--- config.mk ---
export PLATFORM = sky130hd
export DESIGN_NAME = oneshot_timer_bank_core
export DESIGN_NICKNAME = d
export VERILOG_FILES = /design/src/otb_pkg.sv /design/src/otb_alu.sv /design/src/otb_slot_store.sv /design/src/oneshot_timer_bank_core.sv
export SDC_FILE = /design/constraint.sdc
export NUM_CORES = 1
export LEC_CHECK = 0
export ABC_AREA = 1
export CAP_MARGIN = 10
export CORE_MARGIN = 3
export CORE_UTILIZATION = 30
export DETAILED_ROUTE_END_ITERATION = 10
export DONT_BUFFER_PORTS = 1
export GPL_TIMING_DRIVEN = 0
export MAX_ROUTING_LAYER = met4
export PLACE_DENSITY_LB_ADDON = 0.08
export SLEW_MARGIN = 30
export SYNTH_ARGS = -nofsm -noshare
export SYNTH_HDL_FRONTEND = slang
export SYNTH_HIERARCHICAL = 1
export SYNTH_SLANG_ARGS = --single-unit
--- constraint.sdc ---
create_clock -name clk -period 6.75 [get_ports clk]
set_input_delay 1.35 -clock clk [delete_from_list [all_inputs] [get_ports clk]]
set_output_delay 1.35 -clock clk [all_outputs]
set_load 0.05 [all_outputs]
--- src/otb_pkg.sv ---
`default_nettype none

package otb_pkg;

    // item modes
    localparam logic [1:0] MODE_TICK   = 2'd0;
    localparam logic [1:0] MODE_START  = 2'd1;
    localparam logic [1:0] MODE_CANCEL = 2'd2;
    localparam logic [1:0] MODE_SCAN   = 2'd3;

    // result kinds
    localparam logic [1:0] KIND_ACK    = 2'd0;
    localparam logic [1:0] KIND_REJECT = 2'd1;
    localparam logic [1:0] KIND_FIRED  = 2'd2;
    localparam logic [1:0] KIND_NONE   = 2'd3;

    localparam int unsigned CNT_W = 32;
    localparam int unsigned ID_W  = 8;

    typedef struct packed {
        logic [1:0]       mode;
        logic [ID_W-1:0]  timer_id;
        logic [CNT_W-1:0] delay_ticks;
    } otb_in_t;

    typedef struct packed {
        logic [1:0]       kind;
        logic [ID_W-1:0]  fired_id;
        logic [CNT_W-1:0] now_ticks;
        logic             last;
    } otb_out_t;

    typedef enum logic {
        ALU_ADD,
        ALU_SUB
    } alu_op_t;

    typedef enum logic [1:0] {
        ST_IDLE,
        ST_EXEC,
        ST_SCAN,
        ST_SCAN_END
    } state_t;

    // slot store update command
    typedef struct packed {
        logic             write_deadline;
        logic             set_armed;
        logic             clr_armed;
        logic [ID_W-1:0]  slot;
        logic [CNT_W-1:0] deadline;
    } store_cmd_t;

endpackage

`default_nettype wire

--- src/otb_alu.sv ---
`default_nettype none

module otb_alu
    import otb_pkg::*;
(
    input  wire alu_op_t          op,
    input  wire logic [CNT_W-1:0] a,
    input  wire logic [CNT_W-1:0] b,
    output logic      [CNT_W-1:0] y
);

    // shared 32-bit adder, subtract by two's complement of b
    always_comb
    begin
        unique case (op)
            ALU_ADD: y = a + b;
            ALU_SUB: y = a + ~b + CNT_W'(1);
            default: y = a + b;
        endcase
    end

endmodule

`default_nettype wire

--- src/otb_slot_store.sv ---
`default_nettype none

module otb_slot_store
    import otb_pkg::*;
#(
    parameter int NUM_SLOTS = 8,
    parameter int IDX_W     = 3
)
(
    input  wire                    clk,
    input  wire                    rst_n,
    input  wire store_cmd_t        cmd,
    input  wire logic              rd_en,
    input  wire logic [IDX_W-1:0]  rd_addr,
    output logic      [CNT_W-1:0]  rd_data,
    output logic [NUM_SLOTS-1:0]   armed
);

    logic [NUM_SLOTS-1:0] armed_reg;
    logic [CNT_W-1:0]     deadline_mem [NUM_SLOTS];
    logic [CNT_W-1:0]     rd_data_reg;
    logic [IDX_W-1:0]     slot_idx;

    assign slot_idx = cmd.slot[IDX_W-1:0];

    // armed flags
    always_ff @(posedge clk or negedge rst_n)
    begin
        if (!rst_n)
        begin
            armed_reg <= '0;
        end
        else
        begin
            priority if (cmd.set_armed)
            begin
                armed_reg[slot_idx] <= 1'b1;
            end
            else if (cmd.clr_armed)
            begin
                armed_reg[slot_idx] <= 1'b0;
            end
        end
    end

    // deadline memory, one write and one registered read port
    always_ff @(posedge clk)
    begin
        if (cmd.write_deadline)
        begin
            deadline_mem[slot_idx] <= cmd.deadline;
        end
        if (rd_en)
        begin
            rd_data_reg <= deadline_mem[rd_addr];
        end
    end

    assign rd_data = rd_data_reg;
    assign armed   = armed_reg;

endmodule

`default_nettype wire

--- src/oneshot_timer_bank_core.sv ---
`default_nettype none

// tick, start and cancel: the exec state computes the result, which is registered
// scan: one slot compared per cycle on the shared adder, then the scan end state;
// a hit is strobed when the next hit or the scan end is found; busy meanwhile
// results cannot be stalled, each is valid for the single strobe cycle
// reset: async active low, counter and armed flags cleared, deadlines unset

module oneshot_timer_bank_core
    import otb_pkg::*;
#(
    parameter int NUM_SLOTS = 8
)
(
    input  wire           clk,
    input  wire           rst_n,
    input  wire           start,
    output logic          busy,
    input  wire otb_in_t  item,
    output logic          result_strobe,
    output otb_out_t      result
);

    localparam int IDX_W = (NUM_SLOTS > 1) ? $clog2(NUM_SLOTS) : 1;

    state_t           state_reg, state_next;
    otb_in_t          item_reg, item_next;
    logic [CNT_W-1:0] now_reg, now_next;
    logic [IDX_W-1:0] idx_reg, idx_next;
    logic             pend_reg, pend_next;
    logic [IDX_W-1:0] pend_id_reg, pend_id_next;
    logic             strobe_reg, strobe_next;
    otb_out_t         result_reg, result_next;

    alu_op_t              alu_op;
    logic [CNT_W-1:0]     alu_a;
    logic [CNT_W-1:0]     alu_b;
    logic [CNT_W-1:0]     alu_y;
    store_cmd_t           cmd;
    logic                 rd_en;
    logic [IDX_W-1:0]     rd_addr;
    logic [CNT_W-1:0]     rd_data;
    logic [NUM_SLOTS-1:0] armed;
    logic                 id_ok;
    logic                 expired;

    otb_alu u_alu
    (
        .op (alu_op),
        .a  (alu_a),
        .b  (alu_b),
        .y  (alu_y)
    );

    otb_slot_store #(
        .NUM_SLOTS (NUM_SLOTS),
        .IDX_W     (IDX_W)
    ) u_store
    (
        .clk     (clk),
        .rst_n   (rst_n),
        .cmd     (cmd),
        .rd_en   (rd_en),
        .rd_addr (rd_addr),
        .rd_data (rd_data),
        .armed   (armed)
    );

    assign busy    = (state_reg != ST_IDLE);
    assign id_ok   = (item_reg.timer_id < ID_W'(NUM_SLOTS));
    assign expired = armed[idx_reg] && !alu_y[CNT_W-1];

    // control state
    always_ff @(posedge clk or negedge rst_n)
    begin
        if (!rst_n)
        begin
            state_reg  <= ST_IDLE;
            now_reg    <= '0;
            idx_reg    <= '0;
            pend_reg   <= 1'b0;
            strobe_reg <= 1'b0;
        end
        else
        begin
            state_reg  <= state_next;
            now_reg    <= now_next;
            idx_reg    <= idx_next;
            pend_reg   <= pend_next;
            strobe_reg <= strobe_next;
        end
    end

    // payload registers
    always_ff @(posedge clk)
    begin
        item_reg    <= item_next;
        pend_id_reg <= pend_id_next;
        result_reg  <= result_next;
    end

    // sequencer
    always_comb
    begin
        state_next   = state_reg;
        item_next    = item_reg;
        now_next     = now_reg;
        idx_next     = idx_reg;
        pend_next    = pend_reg;
        pend_id_next = pend_id_reg;
        strobe_next  = 1'b0;
        result_next  = result_reg;
        alu_op       = ALU_ADD;
        alu_a        = now_reg;
        alu_b        = CNT_W'(1);
        cmd          = '0;
        rd_en        = 1'b0;
        rd_addr      = idx_reg;

        unique case (state_reg)
            ST_IDLE:
            begin
                if (start)
                begin
                    item_next = item;
                    if (item.mode == MODE_SCAN)
                    begin
                        idx_next   = '0;
                        pend_next  = 1'b0;
                        rd_en      = 1'b1;
                        rd_addr    = '0;
                        state_next = ST_SCAN;
                    end
                    else
                    begin
                        state_next = ST_EXEC;
                    end
                end
            end

            ST_EXEC:
            begin
                strobe_next = 1'b1;
                state_next  = ST_IDLE;
                result_next = '{kind: KIND_ACK, fired_id: '0, now_ticks: now_reg, last: 1'b1};
                unique case (item_reg.mode)
                    MODE_TICK:
                    begin
                        now_next              = alu_y;
                        result_next.now_ticks = alu_y;
                    end
                    MODE_START:
                    begin
                        alu_b = item_reg.delay_ticks;
                        if (id_ok)
                        begin
                            cmd.write_deadline = 1'b1;
                            cmd.set_armed      = 1'b1;
                            cmd.slot           = item_reg.timer_id;
                            cmd.deadline       = alu_y;
                        end
                        else
                        begin
                            result_next.kind = KIND_REJECT;
                        end
                    end
                    MODE_CANCEL:
                    begin
                        if (id_ok)
                        begin
                            cmd.clr_armed = 1'b1;
                            cmd.slot      = item_reg.timer_id;
                        end
                    end
                    default:
                    begin
                        result_next.kind = KIND_ACK;
                    end
                endcase
            end

            ST_SCAN:
            begin
                // now - deadline of the slot read last cycle
                alu_op = ALU_SUB;
                alu_b  = rd_data;
                if (expired)
                begin
                    cmd.clr_armed = 1'b1;
                    cmd.slot      = ID_W'(idx_reg);
                    // the previous hit is known not to be the final one
                    if (pend_reg)
                    begin
                        strobe_next = 1'b1;
                        result_next = '{kind: KIND_FIRED, fired_id: ID_W'(pend_id_reg),
                                        now_ticks: now_reg, last: 1'b0};
                    end
                    pend_next    = 1'b1;
                    pend_id_next = idx_reg;
                end
                if (idx_reg == IDX_W'(NUM_SLOTS - 1))
                begin
                    state_next = ST_SCAN_END;
                end
                else
                begin
                    idx_next = idx_reg + IDX_W'(1);
                    rd_en    = 1'b1;
                    rd_addr  = idx_reg + IDX_W'(1);
                end
            end

            ST_SCAN_END:
            begin
                strobe_next = 1'b1;
                state_next  = ST_IDLE;
                if (pend_reg)
                begin
                    result_next = '{kind: KIND_FIRED, fired_id: ID_W'(pend_id_reg),
                                    now_ticks: now_reg, last: 1'b1};
                end
                else
                begin
                    result_next = '{kind: KIND_NONE, fired_id: '0,
                                    now_ticks: now_reg, last: 1'b1};
                end
            end

            default:
            begin
                state_next = ST_IDLE;
            end
        endcase
    end

    assign result_strobe = strobe_reg;
    assign result        = result_reg;

endmodule

`default_nettype wire

### Yosys cells after proc, flatten, opt, wreduce, memory -nomap -nowiden

Memories as Yosys holds them, arrays and structs flattened. A register that Yosys moved wholly into a read port is not among the register bits.
Cells that the tools add are included.

| word-level totals | value |
|---|---|
| register bits | 135 |
| bits in writable memories | 256 |
| input bits | 45 |
| logic and storage cells | 104 |
| memories | 1 |

Memory list:

| name | words | width | read ports | clocked after Yosys merged registers in | write ports | RTL line | text |
|---|---|---|---|---|---|---|---|
| u_store.deadline_mem | 8 | 32 | 1 | 1 | 1 | otb_slot_store.sv:20 | `logic [CNT_W-1:0] deadline_mem [NUM_SLOTS];` |

| cells by class | value |
|---|---|
| add/subtract/negate cells | 4 |
| magnitude comparators | 4 |
| equality and inequality tests | 12 |
| mux-type cells | 49 |
| bitwise gates (word level) | 5 |
| reductions and logical operators | 15 |

Operator list:

| operator | count |
|---|---|
| one-hot mux 43 bit (3 select lines) | 1 |
| two-way mux 32 bit | 4 |
| one-hot mux 32 bit (2 select lines) | 2 |
| two-way mux 43 bit | 2 |
| adder 32 bit | 2 |
| two-way mux 42 bit | 1 |
| two-way mux 40 bit | 1 |
| adder 32 x 1 -> 32 bit, second input constant | 1 |
| NOT 32 bit | 1 |
| two-way mux 9 bit | 2 |
| one-hot mux 9 bit (2 select lines) | 1 |
| two-way mux 1 bit | 16 |
| two-way mux 8 bit | 2 |
| one-hot mux 8 bit (2 select lines) | 1 |
| two-way mux 2 bit | 6 |
| inequality test 2 bit, second input constant | 5 |
| two-way mux 3 bit | 3 |
| AND 8 bit | 1 |
| == test 2 bit, second input constant | 4 |
| less-than comparator 3 x 4 -> 1 bit, second input constant | 2 |
| less-than comparator 8 x 4 -> 1 bit, second input constant | 1 |
| NOT 8 bit | 1 |
| bitwise OR 8 bit | 1 |
| one-hot mux 1 bit (2 select lines) | 3 |
| 18 further kinds | 25 |

### Longest topological paths before layout

Gate-level depths: netlist of the first run.

| depth | value |
|---|---|
| depth after elaboration | 19 |
| gate-level depth with buffers | 32 |

### By module

Netlist of the first run, hierarchy kept.

By module, submodules not included:

| module | times used | cells each | area each (um^2) | seq. area each (um^2) |
|---|---|---|---|---|
| otb_slot_store | 1 | 1,186 | 12,507.0 | 8,848.5 |
| oneshot_timer_bank_core | 1 | 634 | 5,799.3 | 3,468.3 |
| otb_alu | 1 | 1,108 | 5,385.2 | 0.0 |

### Worst setup path after synthesis of the first run

OpenSTA, ideal clock, no wires.

| path | value |
|---|---|
| path kind | register to register |
| start | reg state_reg[1] |
| end | mem u_store.deadline_mem[7][0], enable pin |
| setup time | 421 ps |
| arrival time | 4,990 ps |
| path slack | 1,339 ps |
| cell stages (with the launch flop) | 26 |
| cells stage by stage | dfrtp_1 clkbuf_1 inv_1 ha_1 clkinv_1 clkbuf_1 a21oi_1 inv_1 ha_1 inv_1 nand2_1 nand2_1 nand3_1 nand2_1 nand3_1 nand2_1 nand2_1 nand3_1 nand2_1 nand2_1 nand2_1 inv_1 nand4_1 a21oi_1 nand3_1 nor2_1 |

RTL lines:

| what | RTL line | text |
|---|---|---|
| from (decl) | oneshot_timer_bank_core.sv:26 | `state_t state_reg, state_next;` |
| from (signal assigned) | oneshot_timer_bank_core.sv:86 | `state_reg <= state_next;` |
| to (decl) | otb_slot_store.sv:20 |  |

==> impl_results.md, run 1 <==
- Worst stage delay on the critical path: approximately 570 ps
- Max-Slew Margin vs Limit: between 40% and 50%
- Wire length on met1: around 37 mm
- Avg Cell Area, Syn: roughly 8.1 µm²
- Initial antenna violation count: 2
- Most frequent cells in the layout: 1021 x nand2_1, 540 x inv_1, 371 x edfxtp_1, 231 x nand3_1, 134 x o21ai_0
- Hold_ws: between 400 and 500 ps
- # Max-Cap Violations: 0
- GPL Wtd Cong: between 0.9 and 1
- Run status: completed
- Iteration-0 DRC Markers: around 1100
- Slowest-stage cell, CP: a21oi_1
- Maximum vdd drop: 0.230 mV
- Critical Path AT: ~6600 ps
- FF+latch count, synth: between 400 and 500
- Req. time, crit path: 7050 ps
- EDFF count, synth: 371
- Post-Place Cells: approximately 4000
- CTS tree: yes
- Final hold vios: 0
- Largest net degree at the start of global routing: between 40 and 50
- Overall Global Routing Usage: roughly 21%
- Seq/Total Area, Yosys: between 50% and 60%
- Final ANT Viol Nets: 0
- Final WL: 82.8 mm
- Critical path launch point type: register
- PortBufs: 0
- Max Root-Sink Buffers: 3
- Core area: between 70000 and 80000 µm²
- Clock Tree Root: clkbuf_16
- First-pass GRT wire length: approximately 120 mm
- WS Path Type: reg2reg
- Die span in y: roughly 290 µm
- Initial DRT Pass Iterations: 5
- Wire per inst: 20.3 µm
- Row cnt: slightly above 100
- WL met3: 2.94 mm
- Setup violations, final: 0
- Clock Latency Late Sink: ~600 ps
- Synth Cell Area: 23700 µm²
- Achievable Freq: about 0.16 GHz
- Synth warnings: 6
- Synthesis-to-layout area growth: 15.4%
- Die Wd: 287 µm
- CP Max Fanout: 16
- Vias in the first global route: roughly 18000
- Die ar.: between 80000 and 90000 µm²
- Most common cell after layout, fill and taps aside: nand2_1
- FF-to-FF End: u_store/deadline_mem[5][19]
- Top Layer Used: met4
- DRC violations left: 0
- Initial Util: between 30% and 40%
- Critical Path Start: state_reg[1]
- Synth Instances: ~2900
- Slew Limit Fails: 0
- Core Util, Final: a little over a third
- Htree depth: 2
- Largest delay share family, worst path: simple AND/OR/NAND/NOR gates
- Nets: between 3000 and 4000
- Setup Skew: approximately 23 ps
- Worst reg2reg path depth: 29
- Final period util: 93.0%
- DR vias/cell: 4.59
- CTS Buf Count: 51
- Reg-to-reg slack, setup: between 400 and 500 ps
- Largest register FFs: approximately 260
- Pwr dens: roughly 540 nW/µm²
- Worst setup endpoint: u_store/deadline_mem[5][19]
- Final min period: roughly 6300 ps
- Async SR Flop Fraction: 11.2%
- Measured slew at the worst slew-check pin: between 800 and 900 ps
- CP bufs+invs: 9
- Ports: 90
- FF-to-FF Start: state_reg[1]
- Critical path depth in cells: 29
- Clock sinks: between 400 and 500
- Total grt overflow: 0
- Worst-path clk slew: around 60 ps
- Met2 WL: just under 40 mm
- Worst path most repeated cell: nand2_1
- Ys flop type: edfxtp_1
- Min-delay worst type: in2async
- Layout cells sized above 1: roughly 8.1%
- Crit. End Element: register
- Post-DP HPWL: between 60 and 70 mm
- Leakage: approximately 0.013 µW
- Via Count: about 19000
- RSZ-0062 raised after global routing: false
- Distinct cells, synth: 43
- Post-route insts no fill: about 4100
-- repair_timing --
item	in CTS	in global routing
hold buffers	0	0
setup buffers	0	5
setup endpoints to repair	77	49
gates resized for setup	1	2
pin swaps	0	1
-- stage by stage --
step | worst slack [ps] | TNS [ps] | cell area [µm²] | total power [µW]
after floorplan | 1340 | 0 | 23700 | 8930
after global placement | -2430 | -641690 | 25000 | 11900
after detailed placement | -124 | -5540 | 25600 | 11900
after CTS | 122 | 0 | 27300 | 14800
after global routing | 19.8 | 0 | 27300 | 15800
final | 471 | 0 | 27300 | 14700
-- Yosys cell counts (all sizes together), types with 2 or more instances --
cell type	instances	share of area (%)
a21oi	91	2.0
dfrtp	47	5.0
nand4	27	0.74
nand3b	2	0.063
o21ai	145	3.1
fa	2	0.17
nand3	233	5.0
nor3	18	0.49
ha	72	3.8
edfxtp	371	47
a31oi	2	0.053
xor2	20	0.74
nor2	157	2.7
clkbuf	26	0.41
o21bai	11	0.35
and2	11	0.29
clkinv	3	0.048
inv	555	8.8
a21o	2	0.063
nand2	1034	17
buf	91	2.5
-- cell type report --
cell class | instances | area [µm²]
inverter | 558 | 2100
antenna | 1 | 2.50
sequential | 418 | 12300
buffer | 116 | 687
timing repair buffer | 24 | 558
fill | 8245 | 50500
multi-input combinational | 1839 | 8690
tap | 1040 | 1300
clock buffer | 61 | 1340
clock inverter | 32 | 359
-- report_power, final --
| part | leakage [µW] | total [µW] | internal, µW | switching, µW |
|---|---|---|---|---|
| combinational | 0.00792 | 7750 | 2090 | 5660 |
| sequential | 0.00393 | 4130 | 3410 | 715 |
| clock | 0.000811 | 2800 | 1650 | 1150 |
| total | 0.0127 | 14700 | 7150 | 7530 |
-- worst min path at each step --
| stage | slack (ps) | depth (start not counted) | end |
|---|---|---|---|
| 2_1_floorplan | 470 | 2 | register |
| 3_3_place_gp | 490 | 2 | register |
| 3_5_place_dp | 510 | 2 | register |
| 4_1_cts | 390 | 0 | alu_a[1] |
| 5_1_grt | 400 | 0 | alu_a[1] |
| 6_report | 440 | 0 | alu_a[1] |
-- per-layer routing --
| layer | vias to the layer above | track usage [%] |
|---|---|---|
| li1 | 9358 | - |
| met1 | 8962 | 26.4 |
| met2 | 350 | 34.4 |
| met3 | 113 | 2.10 |
| met4 | 0 | 6.24 |
| met5 | - | - |
-- cell families after synthesis --
group / Yosys count / synth area share (%)
compound gates: 255 / 5.64
xor+xnor: 20 / 0.739
fa+ha+maj: 74 / 3.97
buf+inv: 675 / 11.8
flops: 418 / 52.0
other cells: 1 / 0.0158
simple gates: 1485 / 25.9
Note: power is estimated with default switching activity, not from simulation.
==> run 2: changes to the inputs <==
--- a/config.mk
+++ b/config.mk
@@ -12,7 +12,7 @@
 export DETAILED_ROUTE_END_ITERATION = 10
 export DONT_BUFFER_PORTS = 1
 export GPL_TIMING_DRIVEN = 0
-export MAX_ROUTING_LAYER = met4
+export HOLD_SLACK_MARGIN = 0.1
 export PLACE_DENSITY_LB_ADDON = 0.08
 export SLEW_MARGIN = 30
 export SYNTH_ARGS = -nofsm -noshare
==> run 2 against run 1 <==
- clock power fell by 8.6%
- global-route usage shrank 0.82 points
- sequential power about the same
- worst setup slack lost 140 ps
- clock-buffer cell count stayed put
- combinational power fell by 2%
- flip-flop and latch count is the same
- via count increased by 0.43%
- non-clock buffer count rose by 1
- clock skew grew 22 ps
- largest cell class unchanged
- largest power group unchanged
==> impl_results.md, run 2 (synthesized netlist as in run 1, its figures left out) <==
- Fillers: about 8000
- Synthesis-to-layout area growth: 14.7%
- Flop pwr share: approximately 29%
- Clock Latency Late Sink: between 600 and 700 ps
- Final instance area: 27200 µm²
- Worst reg2reg path depth: 25
- Total grt overflow: 0
- Overall power: 14300 µW
- Final period util: ~95%
- Wire per inst: about 20 µm
- PnR worst setup slack: ~330 ps
- Reg-to-reg slack, setup: between 300 and 400 ps
- Nets: around 3100
- Crit. End Element: register
- Maximum vdd drop: roughly 0.23 mV
- Setup violations, final: 0
- Post-Place Cells: 3991
- Die Wd: 287 µm
- # Max-Cap Violations: 0
- Logic gate share of total power: between 50 and 60%
- Dpl ws: between 60 and 70 ps
- Req. time, crit path: 7050 ps
- WS Path Type: reg2reg
- Core area: 77800 µm²
- Ports: 90
- Clock sinks: about 420
- Final WL: approximately 80 mm
- Final ANT Viol Nets: 0
- Max Root-Sink Buffers: 3
- Initial antenna violation count: 0
- CP Max Fanout: 12
- Largest register FFs: approximately 260
- Initial Util: a little under a third
- DR vias/cell: between 4 and 5
- Pwr dens: about 530 nW/µm²
- Worst-path clk slew: 70 ps
- Net load switching power: approximately 7400 µW
- Die span in y: around 290 µm
- Run status: completed
- Iteration-0 DRC Markers: 1182
- PortBufs: 0
- Cell-internal power: 6920 µW
- Largest net degree at the start of global routing: 48
- CTS Buf Count: 49
- CTS tree: yes
- Post-DP HPWL: roughly 64 mm
- Final hold vios: 0
- Critical path launch point type: register
- First-pass GRT wire length: about 120 mm
- Slew Limit Fails: 0
- Die ar.: slightly above 80000 µm²
- Worst setup endpoint: u_store/deadline_mem[5][31]
- Clock Tree Root: clkbuf_16
- Sw Share: roughly half
- Clk pwr share: 17.9%
- Via Count: approximately 19000
- Most frequent cells in the layout: 1021 x nand2_1, 540 x inv_1, 371 x edfxtp_1, 231 x nand3_1, 134 x o21ai_0
- Max-Slew Margin vs Limit: between 30% and 40%
- Htree depth: 2
- Leakage: 0.0126 µW
- Achievable Freq: between 0.15 and 0.2 GHz
- Layout cells sized above 1: ~7.8%
- Final min period: 6420 ps
- Row cnt: between 100 and 150
- DRC violations left: 0
- RSZ-0062 raised after global routing: false
- Overall Global Routing Usage: 19.8%
- Hold_ws: just over 400 ps
- Initial DRT Pass Iterations: 5
- Area post-placement: 25600 µm²
- Vias in the first global route: around 18000
- Critical Path AT: 6720 ps
- Post-route insts no fill: approximately 4100
- GPL Wtd Cong: between 0.9 and 1
- Critical Path Start: state_reg[1]
- Setup Skew: 44.7 ps
- FF-to-FF End: u_store/deadline_mem[5][31]
- Most common cell after layout, fill and taps aside: nand2_1
- FF-to-FF Start: state_reg[1]
- Post-CTS Hold Buffers: 0
- Min-delay worst type: in2async
- Measured slew at the worst slew-check pin: just over 900 ps
==> run 2: cell types whose count changed in the layout (fill, tap and decap cells not counted), moves of 2 or more <==
| cell | change |
|---|---|
| clkbuf_1 | +3 |
| clkbuf_16 | -3 |
| clkinv_1 | +2 |
| clkinvlp_4 | -3 |
| bufinv_16 | -4 |
| clkinv_2 | +2 |
==> run 2: critical path, cell delays in order (launching register included) <==
cell	delay, ps
dfrtp_1	420
clkbuf_2	260
inv_1	180
ha_1	320
nand2_1	150
inv_1	260
buf_2	260
nand2_1	70
a21oi_1	330
inv_1	90
ha_1	440
nor2_1	230
nand2_1	140
nor3b_1	490
and2_1	200
nand2_1	70
nand3_1	70
nand2_1	60
nand2_1	50
nand2_1	70
inv_1	400
nand4_1	160
a21oi_1	460
nand3_1	270
nor2_4	400
buf_16	210
==> run 2: layout make-up <==
| type | instances | area, µm² | share of cell area, % |
|---|---|---|---|
| inverter | 558 | 2100 | 7.72 |
| buffer | 117 | 692 | 2.55 |
| timing repair buffer | 24 | 551 | 2.03 |
| sequential | 418 | 12300 | 45.3 |
| clock inverter | 29 | 253 | 0.930 |
| antenna | 1 | 2.50 | 0.00921 |
| multi-input combinational | 1839 | 8680 | 32.0 |
| clock buffer | 61 | 1270 | 4.68 |
| tap | 1040 | 1300 | 4.79 |
==> run 2: through the flow <==
step                TNS (ps)  util (%)
finish                     0      34.9
global route               0      34.9
CTS                        0      34.8
detailed placement         0      32.9
global placement     -579090      32.1
floorplan                  0         -
==> run 2: power by group through the flow <==
stage / sequential (µW) / clock [µW] / combinational [µW]
CTS: 4130 / 2650 / 7670
detailed placement: 4180 / 0 / 7630
finish: 4120 / 2560 / 7610
global placement: 4220 / 0 / 7520
floorplan: 4070 / 0 / 4860
global route: 4170 / 2740 / 8510
==> run 2: worst min-delay path by stage <==
stage,endpoint,slack (ps),cells after the start
after CTS,pend_reg,370,0
after global placement,register,500,2
after detailed placement,register,510,2
after global routing,alu_a[2],380,0
final,pend_reg,410,0
after floorplan,register,470,2
==> run 2: metal layers <==
metal  global-route usage (%)  vias to the layer above  share of wire (%)
li1                         -                     9358                  -
met1                     26.3                     8951                 45
met2                     33.2                      411                 47
met3                     2.01                      144                3.9
met4                     7.62                        0                4.1
met5                        0                        -                  0
==> run 2: timing repair <==
action | in CTS | in global routing
setup buffers | 0 | 5
setup endpoints to repair | 0 | 238
gates resized for setup | 0 | 4
==> run 3: changes to the inputs <==
--- a/config.mk
+++ b/config.mk
@@ -5,7 +5,6 @@
 export SDC_FILE = /design/constraint.sdc
 export NUM_CORES = 1
 export LEC_CHECK = 0
-export ABC_AREA = 1
 export CAP_MARGIN = 10
 export CORE_MARGIN = 3
 export CORE_UTILIZATION = 30
@@ -13,7 +12,6 @@
 export DONT_BUFFER_PORTS = 1
 export GPL_TIMING_DRIVEN = 0
 export HOLD_SLACK_MARGIN = 0.1
-export PLACE_DENSITY_LB_ADDON = 0.08
 export SLEW_MARGIN = 30
 export SYNTH_ARGS = -nofsm -noshare
 export SYNTH_HDL_FRONTEND = slang
==> run 3 against run 2 <==
- clock power shrank 16%
- power shrank 22%
- worst setup slack got worse by 21 ps
- largest power group unchanged
- die area fell by 14%
- utilization rose by 0.38 points
- via count is 36% lower
- sequential share of layout area increased by 7.3 points
- global-route usage fell by 5.0 points
- final cell count is 42% lower
- clock-buffer cell count decreased by 11
- critical endpoint is now u_store/deadline_mem[6][28]
==> impl_results.md, run 3 <==
- Die span in y: around 270 µm
- Via Count: ~12000
- Synthesis-to-layout area growth: 15.4%
- Req. time, crit path: 7010 ps
- Final period util: 95.5%
- CTS Buf Count: between 40 and 50
- Setup Skew: about 19 ps
- Clock Latency Late Sink: around 570 ps
- Row cnt: 94
- CP Max Fanout: 17
- Seq/Total Area, Yosys: between 60% and 70%
- Critical Path AT: around 6700 ps
- Overall power: roughly 11000 µW
- Initial DRT Pass Iterations: 7
- Die Wd: roughly 270 µm
- FF-to-FF End: u_store/deadline_mem[6][28]
- Max Root-Sink Buffers: 3
- Largest net degree at the start of global routing: 48
- Die ar.: about 71000 µm²
- Slew Limit Fails: 0
- DR vias/cell: 5.10
- Core Util, Final: a little over a third
- Measured slew at the worst slew-check pin: approximately 1100 ps
- FF+latch count, synth: 418
- Core area: 66300 µm²
- Most common cell after layout, fill and taps aside: edfxtp_1
- Achievable Freq: between 0.15 and 0.2 GHz
- Synth cell count leaders: 371 x edfxtp_1, 74 x inv_1, 74 x nor2_1
- EDFF count, synth: approximately 370
- Final hold vios: 0
- DRC violations left: 0
- FF-to-FF Start: state_reg[1]
- Fillers: ~6300
- Synth Cell Area: between 20000 and 25000 µm²
- Distinct cells, synth: 89
- Largest register FFs: roughly 260
- Avg Cell Area, Syn: between 10 and 15 µm²
- Final min period: around 6400 ps
- PortBufs: 0
- CTS tree: yes
- Ys flop type: edfxtp_1
- Pwr dens: 475 nW/µm²
- Synth warnings: 6
- Setup violations, final: 0
- Initial antenna violation count: 6
- Clock sinks: approximately 420
- GPL Wtd Cong: between 0.8 and 0.9
- Wire per inst: about 22 µm
- Final WL: around 53 mm
- Leakage: roughly 0.0075 µW
- Ranking of synthesized cells by area: edfxtp_1 55%, dfrtp_1 5.8%, mux4_1 5.2%, ha_1 4.4%, mux4_2 2.7%
- Worst-path clk slew: ~60 ps
- Critical path launch point type: register
- Overall Global Routing Usage: 14.7%
- Vias in the first global route: about 12000
- WS Path Type: reg2reg
- Post-DP HPWL: a little under 40 mm
- Async SR Flop Fraction: 11.2%
- Clock Tree Root: clkbuf_16
- Yosys top cell by area: edfxtp_1
- Synth top area share: a little over half
- Synth Instances: 1387
- Max-Slew Margin vs Limit: 29.8%
- Nets: roughly 1600
- Worst reg2reg path depth: 25
- Total grt overflow: 0
- Min-delay worst type: in2async
- Run status: completed
- Final ANT Viol Nets: 0
- Initial Util: 30.6%
- Crit. End Element: register
- Htree depth: 2
- Cell with the most instances after synthesis: edfxtp_1
- Most frequent cells in the layout: 371 x edfxtp_1, 73 x inv_1, 68 x nor2_1, 68 x ha_1, 56 x a21oi_1
- First-pass GRT wire length: 78.4 mm
- Maximum vdd drop: about 0.19 mV
- Layout cells sized above 1: 16.7%
- Ports: 90
- # Max-Cap Violations: 0
- Iteration-0 DRC Markers: 896
- Reg-to-reg slack, setup: between 300 and 400 ps
[run 3: cell count changes after synthesis, moves of 39 or more]
| cell | change |
|---|---|
| mux2_1 | +39 |
| o21ai_0 | -96 |
| nand3_1 | -213 |
| inv_1 | -467 |
| nor2b_1 | +40 |
| nand2_1 | -976 |
| mux4_1 | +40 |
| nor2_1 | -67 |
[run 3: power breakdown]
part	switching, µW	internal [µW]
Clock	960	1200
Sequential	692	3350
Combinational	3050	1870
Total	4700	6420
[run 3: repair_timing]
| item | CTS | global route |
|---|---|---|
| endpoints found under the setup margin | 300 | 256 |
| endpoints found under the hold margin | 0 | 0 |
| gates cloned | 0 | 0 |
| pin swaps | 9 | 6 |
| setup buffers | 9 | 13 |
| hold buffers | 0 | 0 |
| resized for setup | 22 | 16 |
[run 3: stage by stage]
step | hold slack [ps] | TNS, ps | cell area [µm²] | setup slack [ps] | std cells
6_report | 477 | 0 | 23400 | 305 | 2370
2_1_floorplan | 455 | 0 | 20300 | 54.2 | 1391
3_5_place_dp | 478 | -307410 | 21800 | -1450 | 2272
4_1_cts | 443 | 0 | 23200 | 17.2 | 2352
5_1_grt | 445 | -86.9 | 23400 | -11.9 | 2364
3_3_place_gp | 474 | -862740 | 21400 | -3380 | 2255
[run 3: worst max-delay path by stage]
stage,start,endpoint,cells past startpoint
floorplan,state_reg[1],u_store/deadline_mem[7][0],26
global placement,state_reg[1],u_store/deadline_mem[5][26],27
detailed placement,state_reg[1],u_store/deadline_mem[6][27],27
CTS,state_reg[1],u_store/deadline_mem[0][25],27
global route,state_reg[1],u_store/deadline_mem[6][28],27
finish,state_reg[1],u_store/deadline_mem[6][28],25
[run 3: kinds of logic after synthesis]
logic type / synth area share, %
and+or+nand+nor: 7.20
adders and majority gates: 4.64
DFF: 60.8
muxes: 12.1
xor gates and xnor gates: 1.38
AOI/OAI and AO/OA: 10.4
buffers and inverters: 3.52
other: 0.0185
[run 3: layer usage]
| metal | part of all wire [%] | up-vias | GRT usage [%] |
|---|---|---|---|
| met5 | 0.025 | - | 0 |
| met3 | 5.1 | 71 | 2.59 |
| li1 | - | 5541 | - |
| met1 | 42 | 6146 | 18.8 |
| met2 | 51 | 331 | 26.0 |
| met4 | 2.0 | 2 | 3.82 |
[run 3: cell type report]
cell class                      count  area, µm²  area share, %
Clock inverter                     24        201          0.861
Antenna cell                        6       15.0         0.0642
Tap cell                          864       1080           4.62
Multi-Input combinational cell    816       7450           31.8
Inverter                           77        289           1.23
Clock buffer                       50       1060           4.53
Buffer                             76        428           1.83
Sequential cell                   418      12300           52.6
Timing Repair Buffer               39        564           2.41
[run 3: worst max-delay path: stages, from the launching register on]
cell       delay (ps)
dfrtp_1           430
inv_1             160
ha_2              260
and2_2            270
clkbuf_2          260
a22oi_1           100
nor2b_1           230
inv_1              80
ha_1              390
o21ai_0           180
a21oi_2           250
o2111ai_1         190
a211oi_2          300
o211ai_1          290
o21a_1            290
o311ai_4          370
xnor2_2           140
inv_1             170
o311ai_2          140
and4b_1           280
buf_6             150
a32o_2            250
clkbuf_2          270
nand2_1           230
nor2_4            240
buf_16            190
